$ cat config.mk
export PLATFORM = sky130hd
export DESIGN_NAME = vp2w_view
export DESIGN_NICKNAME = d
export VERILOG_FILES = /design/src/rtl/vp2w_pkg.sv /design/src/rtl/vp2w_view.sv
export SDC_FILE = /design/constraint.sdc
export NUM_CORES = 2
export LEC_CHECK = 0
export BUFFER_PORTS_ARGS = -buffer_cell sky130_fd_sc_hd__buf_2
export CORE_ASPECT_RATIO = 1.75
export CORE_MARGIN = 10
export CORE_UTILIZATION = 65
export DETAILED_ROUTE_END_ITERATION = 10
export GPL_ROUTABILITY_DRIVEN = 0
export GPL_TIMING_DRIVEN = 0
export HOLD_SLACK_MARGIN = 0.03
export PLACE_DENSITY_LB_ADDON = 0.3
export SLEW_MARGIN = 20
export SYNTH_ARGS = -nofsm -noshare
export SYNTH_HDL_FRONTEND = slang
export SYNTH_SLANG_ARGS = --single-unit
export TNS_END_PERCENT = 20
$ cat constraint.sdc
create_clock -name clk -period 8.6 [get_ports clk]
set_input_delay 0.86 -clock clk [delete_from_list [all_inputs] [get_ports clk]]
set_output_delay 0.86 -clock clk [all_outputs]
set_load 0.05 [all_outputs]
$ cat src/rtl/vp2w_pkg.sv
package vp2w_pkg;

  typedef struct packed {
    logic               opcode;
    logic [4:0]         coef_index;
    logic signed [31:0] coef_value;
    logic signed [31:0] obj_x;
    logic signed [31:0] obj_y;
    logic signed [31:0] obj_z;
  } in_word_t;

  typedef struct packed {
    logic               projected;
    logic signed [31:0] win_x;
    logic signed [31:0] win_y;
  } out_word_t;

  typedef struct packed {
    logic               vld;
    logic signed [31:0] clip_x;
    logic signed [31:0] clip_y;
    logic signed [32:0] w;
  } clip_word_t;

  localparam logic OP_LOAD    = 1'b0;
  localparam logic OP_PROJECT = 1'b1;

  localparam logic [1:0] CFG_VP_X      = 2'd0;
  localparam logic [1:0] CFG_VP_Y      = 2'd1;
  localparam logic [1:0] CFG_VP_WIDTH  = 2'd2;
  localparam logic [1:0] CFG_VP_HEIGHT = 2'd3;

  function automatic logic signed [31:0] sat32(input logic signed [63:0] x);
    logic signed [31:0] res;
    if (x > 64'sh0000_0000_7FFF_FFFF) begin
      res = 32'sh7FFF_FFFF;
    end else if (x < -64'sh0000_0000_8000_0000) begin
      res = 32'sh8000_0000;
    end else begin
      res = x[31:0];
    end
    return res;
  endfunction

endpackage

$ cat src/rtl/vp2w_view.sv
module vp2w_view #(
  parameter int FRAC_BITS = 16
) (
  input  logic                         clk,
  input  logic                         en,
  input  logic signed [32+FRAC_BITS:0] ndc,
  input  logic [15:0]                  size,
  input  logic signed [15:0]           origin,
  output logic signed [31:0]           win
);

  localparam logic signed [63:0] ONE = 64'sd1 <<< FRAC_BITS;
  localparam logic signed [63:0] LIM = 64'sd1 <<< 46;

  logic signed [63:0] t_sum;
  logic signed [47:0] t_r;
  logic signed [47:0] t_nxt;
  logic signed [63:0] m_r;
  logic signed [31:0] win_r;

  assign t_sum = 64'(ndc) + ONE;

  always_comb begin
    if (t_sum > LIM) begin
      t_nxt = LIM[47:0];
    end else if (t_sum < -LIM) begin
      t_nxt = -(LIM[47:0]);
    end else begin
      t_nxt = t_sum[47:0];
    end
  end

  always_ff @(posedge clk) begin
    if (en) begin
      t_r   <= t_nxt;
      m_r   <= t_r * $signed({1'b0, size});
      win_r <= vp2w_pkg::sat32((m_r >>> 1) + (64'(origin) <<< FRAC_BITS));
    end
  end

  assign win = win_r;

endmodule

After elaboration in Yosys (flattened, before gate mapping)
Index checks and enable logic that the tools add are counted.

Register bits after elaboration: 144. Input bits: 83. Output and inout bits: 32. Logic and storage cells: 14.

Add/subtract/negate cells: 2. $mul: 1. Order comparisons: 4. Multiplexer cells: 2. Reduce and logical (&&, ||, !) cells: 1.

Operator list (number): 63-bit by 32-bit adder with 64-bit output (1); 64-bit by 32-bit greater-than comparator with 1-bit output, second input constant (1); 64-bit by 32-bit less-than comparator with 1-bit output, second input constant (1); 48-bit by 17-bit multiplier with 64-bit output (1); 49-bit by 18-bit adder with 50-bit output, second input constant (1); 50-bit by 48-bit greater-than comparator with 1-bit output, second input constant (1); 50-bit by 47-bit less-than comparator with 1-bit output, second input constant (1); 48-bit two-way mux (1); 32-bit two-way mux (1); 2-bit OR reduction (1).

Logic depth before layout (Yosys ltp)
Depth after elaboration: 3. Mapped depth: 28. Mapped depth without buffers: 25.

Least setup slack after synthesis
No wires, ideal clock.

Path kind: input -> register. Start: input size[7]. End: register m_r[61], data pin. Setup time: 0.264 ns. Arrival: 7.192 ns. Data required time: 8.336 ns. Path slack: 1.145 ns. Cell stages on the path: 26. Buffers on the path: 3. Cells stage by stage: clkbuf_1 -> clkbuf_1 -> and2_1 -> fa_1 -> inv_1 -> fa_1 -> fa_1 -> inv_1 -> fa_1 -> fa_1 -> inv_1 -> fa_1 -> inv_1 -> ha_1 -> clkbuf_1 -> nand2_1 -> o21a_1 -> nand2_1 -> a41oi_1 -> or4_1 -> o31a_1 -> o21ai_0 -> nand2_1 -> a31oi_1 -> a221oi_1 -> xnor2_1.

Word-level cells in the longest chain between the ends: 1.

RTL lines: start: declaration (RTL line vp2w_view.sv:7) `input logic [15:0] size,`; 48-bit by 17-bit multiplier with 64-bit output (RTL line vp2w_view.sv:36) `m_r <= t_r * $signed({1'b0, size});`; end signal: assignment (RTL line vp2w_view.sv:36); end: declaration (RTL line vp2w_view.sv:18) `logic signed [63:0] m_r;`.

Every way passes these cells. A chain may end at the register's enable or synchronous reset.

Final worst setup path
Start: input size[2]. End: register m_r[63], data pin.

The elaborated chain is that of the path after synthesis.

==> impl_metrics.env <==
export IMPL_reg2reg_from="t_r[20]$_SDFFCE_PP0P_"
export IMPL_first_global_vias=31340
export IMPL_placed_area_sq_mm=0.03690
export IMPL_grt_usage_pct=34.73
export IMPL_maxCapViolCount=0
export IMPL_ys_types=84
export IMPL_hold_path_depth=2
export IMPL_slew_headroom_pct=12.19
export IMPL_slew_viol_final=0
export IMPL_start_util_pct=65.60
export IMPL_rsz0062_at_grt="false"
export IMPL_synthCells=3980
export IMPL_ios=115
export IMPL_clkTransAtPathRegs_ns=0.08
export IMPL_grt_overflow=0
export IMPL_synth_edf_count=143
export IMPL_cts_root_buf="clkbuf_16"
export IMPL_die_area_sq_mm=0.06477
export IMPL_final_nets=5080
export IMPL_fin_area_sq_mm=0.03759
export IMPL_yosysTopAreaCellShare_pct=39.95
export IMPL_path_max_fanout=10
export IMPL_antenna_found_initial=3
export IMPL_first_iter_violations=2446
export IMPL_via_per_inst=6.085
export IMPL_critPathArrivalTime_ns=8.60
export IMPL_finClkSkew_ns=0.02235
export IMPL_yosys_area_top_type="fa_1"
export IMPL_drtPass1Iterations=7
export IMPL_place_hpwl_um=89150
export IMPL_netlist_top_cells_area="fa_1 (40%), edfxtp_1 (12%), inv_1 (9.1%), ha_1 (6.9%), nand2_1 (6.3%)"
export IMPL_portBuffers=94
export IMPL_reg2reg_slack_ns=0.23
export IMPL_yosysSeqAreaShare_pct=12.09
export IMPL_cts_tree="built"
export IMPL_synthArstFlopShare_pct=0
export IMPL_hold_path_class="register to register"
export IMPL_path_class="primary input to register"
export IMPL_numCtsBuffers=17
export IMPL_netlist_area_sq_mm=0.03553
export IMPL_synth_top_flop_cell="edfxtp_1"
export IMPL_layout_min_cycle_time_ns=8.396
export IMPL_critPathLaunchType="primary input"
export IMPL_drc_errors=0
export IMPL_postRouteAntennaNets=0
export IMPL_whs_endpoint="win[13]$_SDFFCE_PN1P_"
export IMPL_clock_sinks=143
export IMPL_hold_violations=0
export IMPL_grt_start_max_net_pins=96
export IMPL_chipHeight_um=329.3
export IMPL_rows=113
export IMPL_grt_first_pass_wirelength_um=170700
export IMPL_clk_path_buf_depth=2
export IMPL_path_cells="clkbuf_1 -> clkbuf_2 -> nand2_1 -> fa_1 -> fa_1 -> fa_1 -> inv_1 -> fa_1 -> fa_1 -> inv_1 -> fa_1 -> inv_1 -> ha_1 -> a21o_1 -> a21o_1 -> a21o_1 -> or3b_2 -> a211oi_2 -> o31a_1 -> o21ai_0 -> a31o_2 -> a21oi_1 -> o21ai_0 -> xnor2_1"
export IMPL_end_kind="register"
export IMPL_dieWidth_um=196.7
export IMPL_routed_wl_um=109800
export IMPL_synth_most_common_cell="inv_1"
export IMPL_synth_common_cells="inv_1 (858), fa_1 (709), nand2_1 (596), and2_1 (311), ha_1 (195)"
export IMPL_crit_family="adder cells"
export IMPL_drive_above_1_share_pct=5.723
export IMPL_wl_per_cell_um=22.87
export IMPL_r2r_cells=23
export IMPL_cp_num_buf_inv=5
export IMPL_outcome="finished clean"
export IMPL_clkLatencyLatePin_ns=0.48
export IMPL_area_delta_synth_final_pct=5.818
export IMPL_crit_slowest_cell="clkbuf_1"
export IMPL_post_layout_nonfiller_instances=4803
export IMPL_slowest_delay_ns=0.58
export IMPL_min_delay_start="m_r[14]$_DFFE_PP_"
export IMPL_synth_nets=4967
export IMPL_synth_avg_cell_area_sq_um=8.926
export IMPL_setup_viol=0
export IMPL_place_inst=4765
export IMPL_yosys_warnings=0
export IMPL_fmax_mhz=119.1
export IMPL_core_area_sq_mm=0.05415
export IMPL_finalCritPeriodShare_pct=97.63
export IMPL_yosys_register_bits=143
export IMPL_worst_pin_slew_ns=1.317
export IMPL_cp_data_required_time_ns=8.80
export IMPL_worstReg2RegEnd="m_r[63]$_DFFE_PP_"
export IMPL_htreeDepth=4
export IMPL_cp_common_cell="fa_1"
export IMPL_num_vias=29230
sequential cells by signal (all words and copies together), names as in the netlist:
| name | cells |
|---|---|
| m_r | 63 |
| t_r | 48 |
| win | 32 |
final cells by class:
| type | count | area, sq um |
|---|---|---|
| tap | 690 | 863.3 |
| timing repair buffer | 95 | 508.0 |
| antenna | 7 | 17.52 |
| buffer | 193 | 825.8 |
| inverter | 858 | 3221 |
| clock buffer | 17 | 425.4 |
| clock inverter | 15 | 190.2 |
| multi-input combinational | 2785 | 27250 |
| sequential | 143 | 4294 |
| fill | 4157 | 16560 |
metal layers:
layer  global-route usage (%)  part of all wire, %
met1                    35.65                   31
met2                    58.37                   49
met3                    9.211                   10
met4                    28.68                   10
met5                        0                    0
timing repair:
item,4_1_cts,5_1_grt
gates resized for setup,13,34
setup endpoints to repair,12,13
hold buffers,0,0
buffers inserted,0,0
how the worst max path moves through the flow:
stage                        start                end  slack (ns)  depth (start not counted)
after floorplan            size[7]  m_r[61]$_DFFE_PP_        1.14                         26
after global placement    size[10]  m_r[63]$_DFFE_PP_       -0.88                         24
after detailed placement   size[7]  m_r[63]$_DFFE_PP_       -0.92                         25
after CTS                  size[6]  m_r[63]$_DFFE_PP_        0.09                         25
after global routing       size[5]  m_r[58]$_DFFE_PP_        0.07                         25
final                      size[2]  m_r[63]$_DFFE_PP_        0.20                         24
cell families (layout without fill, tap and decap cells):
kind of cell,Yosys count,count (layout),synth area share (%)
AOI/OAI and AO/OA,434,434,8.168
and+or+nand+nor,1321,1321,18.50
DFF,143,143,12.09
xor gates and xnor gates,123,123,3.032
other,0,7,0
muxes,3,3,0.08453
adders and majority gates,904,904,46.82
buffers and inverters,1052,1178,11.30
tightest hold or removal path: cells and delay by family, from the launching register on:
| kind | cells | cell delay, ns |
|---|---|---|
| AND/OR/NAND/NOR | 2 | 0.13 |
| flip-flops | 1 | 0.35 |
through the flow:
stage / util [%] / setup TNS, ns / hold WS (ns) / worst slack (ns)
after floorplan: - / 0 / 0.5380 / 1.145
after global placement: 68.07 / -10.85 / 0.5491 / -0.8790
after detailed placement: 68.15 / -12.00 / 0.5585 / -0.9228
after CTS: 69.32 / 0 / 0.5739 / 0.08877
after global routing: 69.39 / 0 / 0.6028 / 0.07437
final: 69.42 / 0 / 0.5787 / 0.2039
cells in the final DEF, fill, tap and decap left out, types with 22 or more instances in the layout:
| cell type | synthesis | routed |
|---|---|---|
| fa_1 | 709 | 709 |
| inv_1 | 858 | 858 |
| nand2_1 | 596 | 596 |
| nor2_1 | 117 | 117 |
| ha_1 | 195 | 195 |
| buf_2 | 14 | 109 |
| nor2b_1 | 23 | 23 |
| a31oi_1 | 23 | 22 |
| edfxtp_1 | 143 | 143 |
| xnor2_1 | 75 | 74 |
| nand3_1 | 45 | 45 |
| a21oi_1 | 128 | 128 |
| nor3_1 | 30 | 30 |
| o21ai_0 | 77 | 75 |
| clkbuf_1 | 169 | 145 |
| nand3_2 | 30 | 30 |
| a21o_1 | 56 | 56 |
| and2_1 | 311 | 311 |
| xor2_1 | 48 | 48 |
| nand4_1 | 81 | 81 |
Power is left out: the tool's default activity adds up to more than one toggle a clock period on the data nets, which glitch-free logic cannot reach.
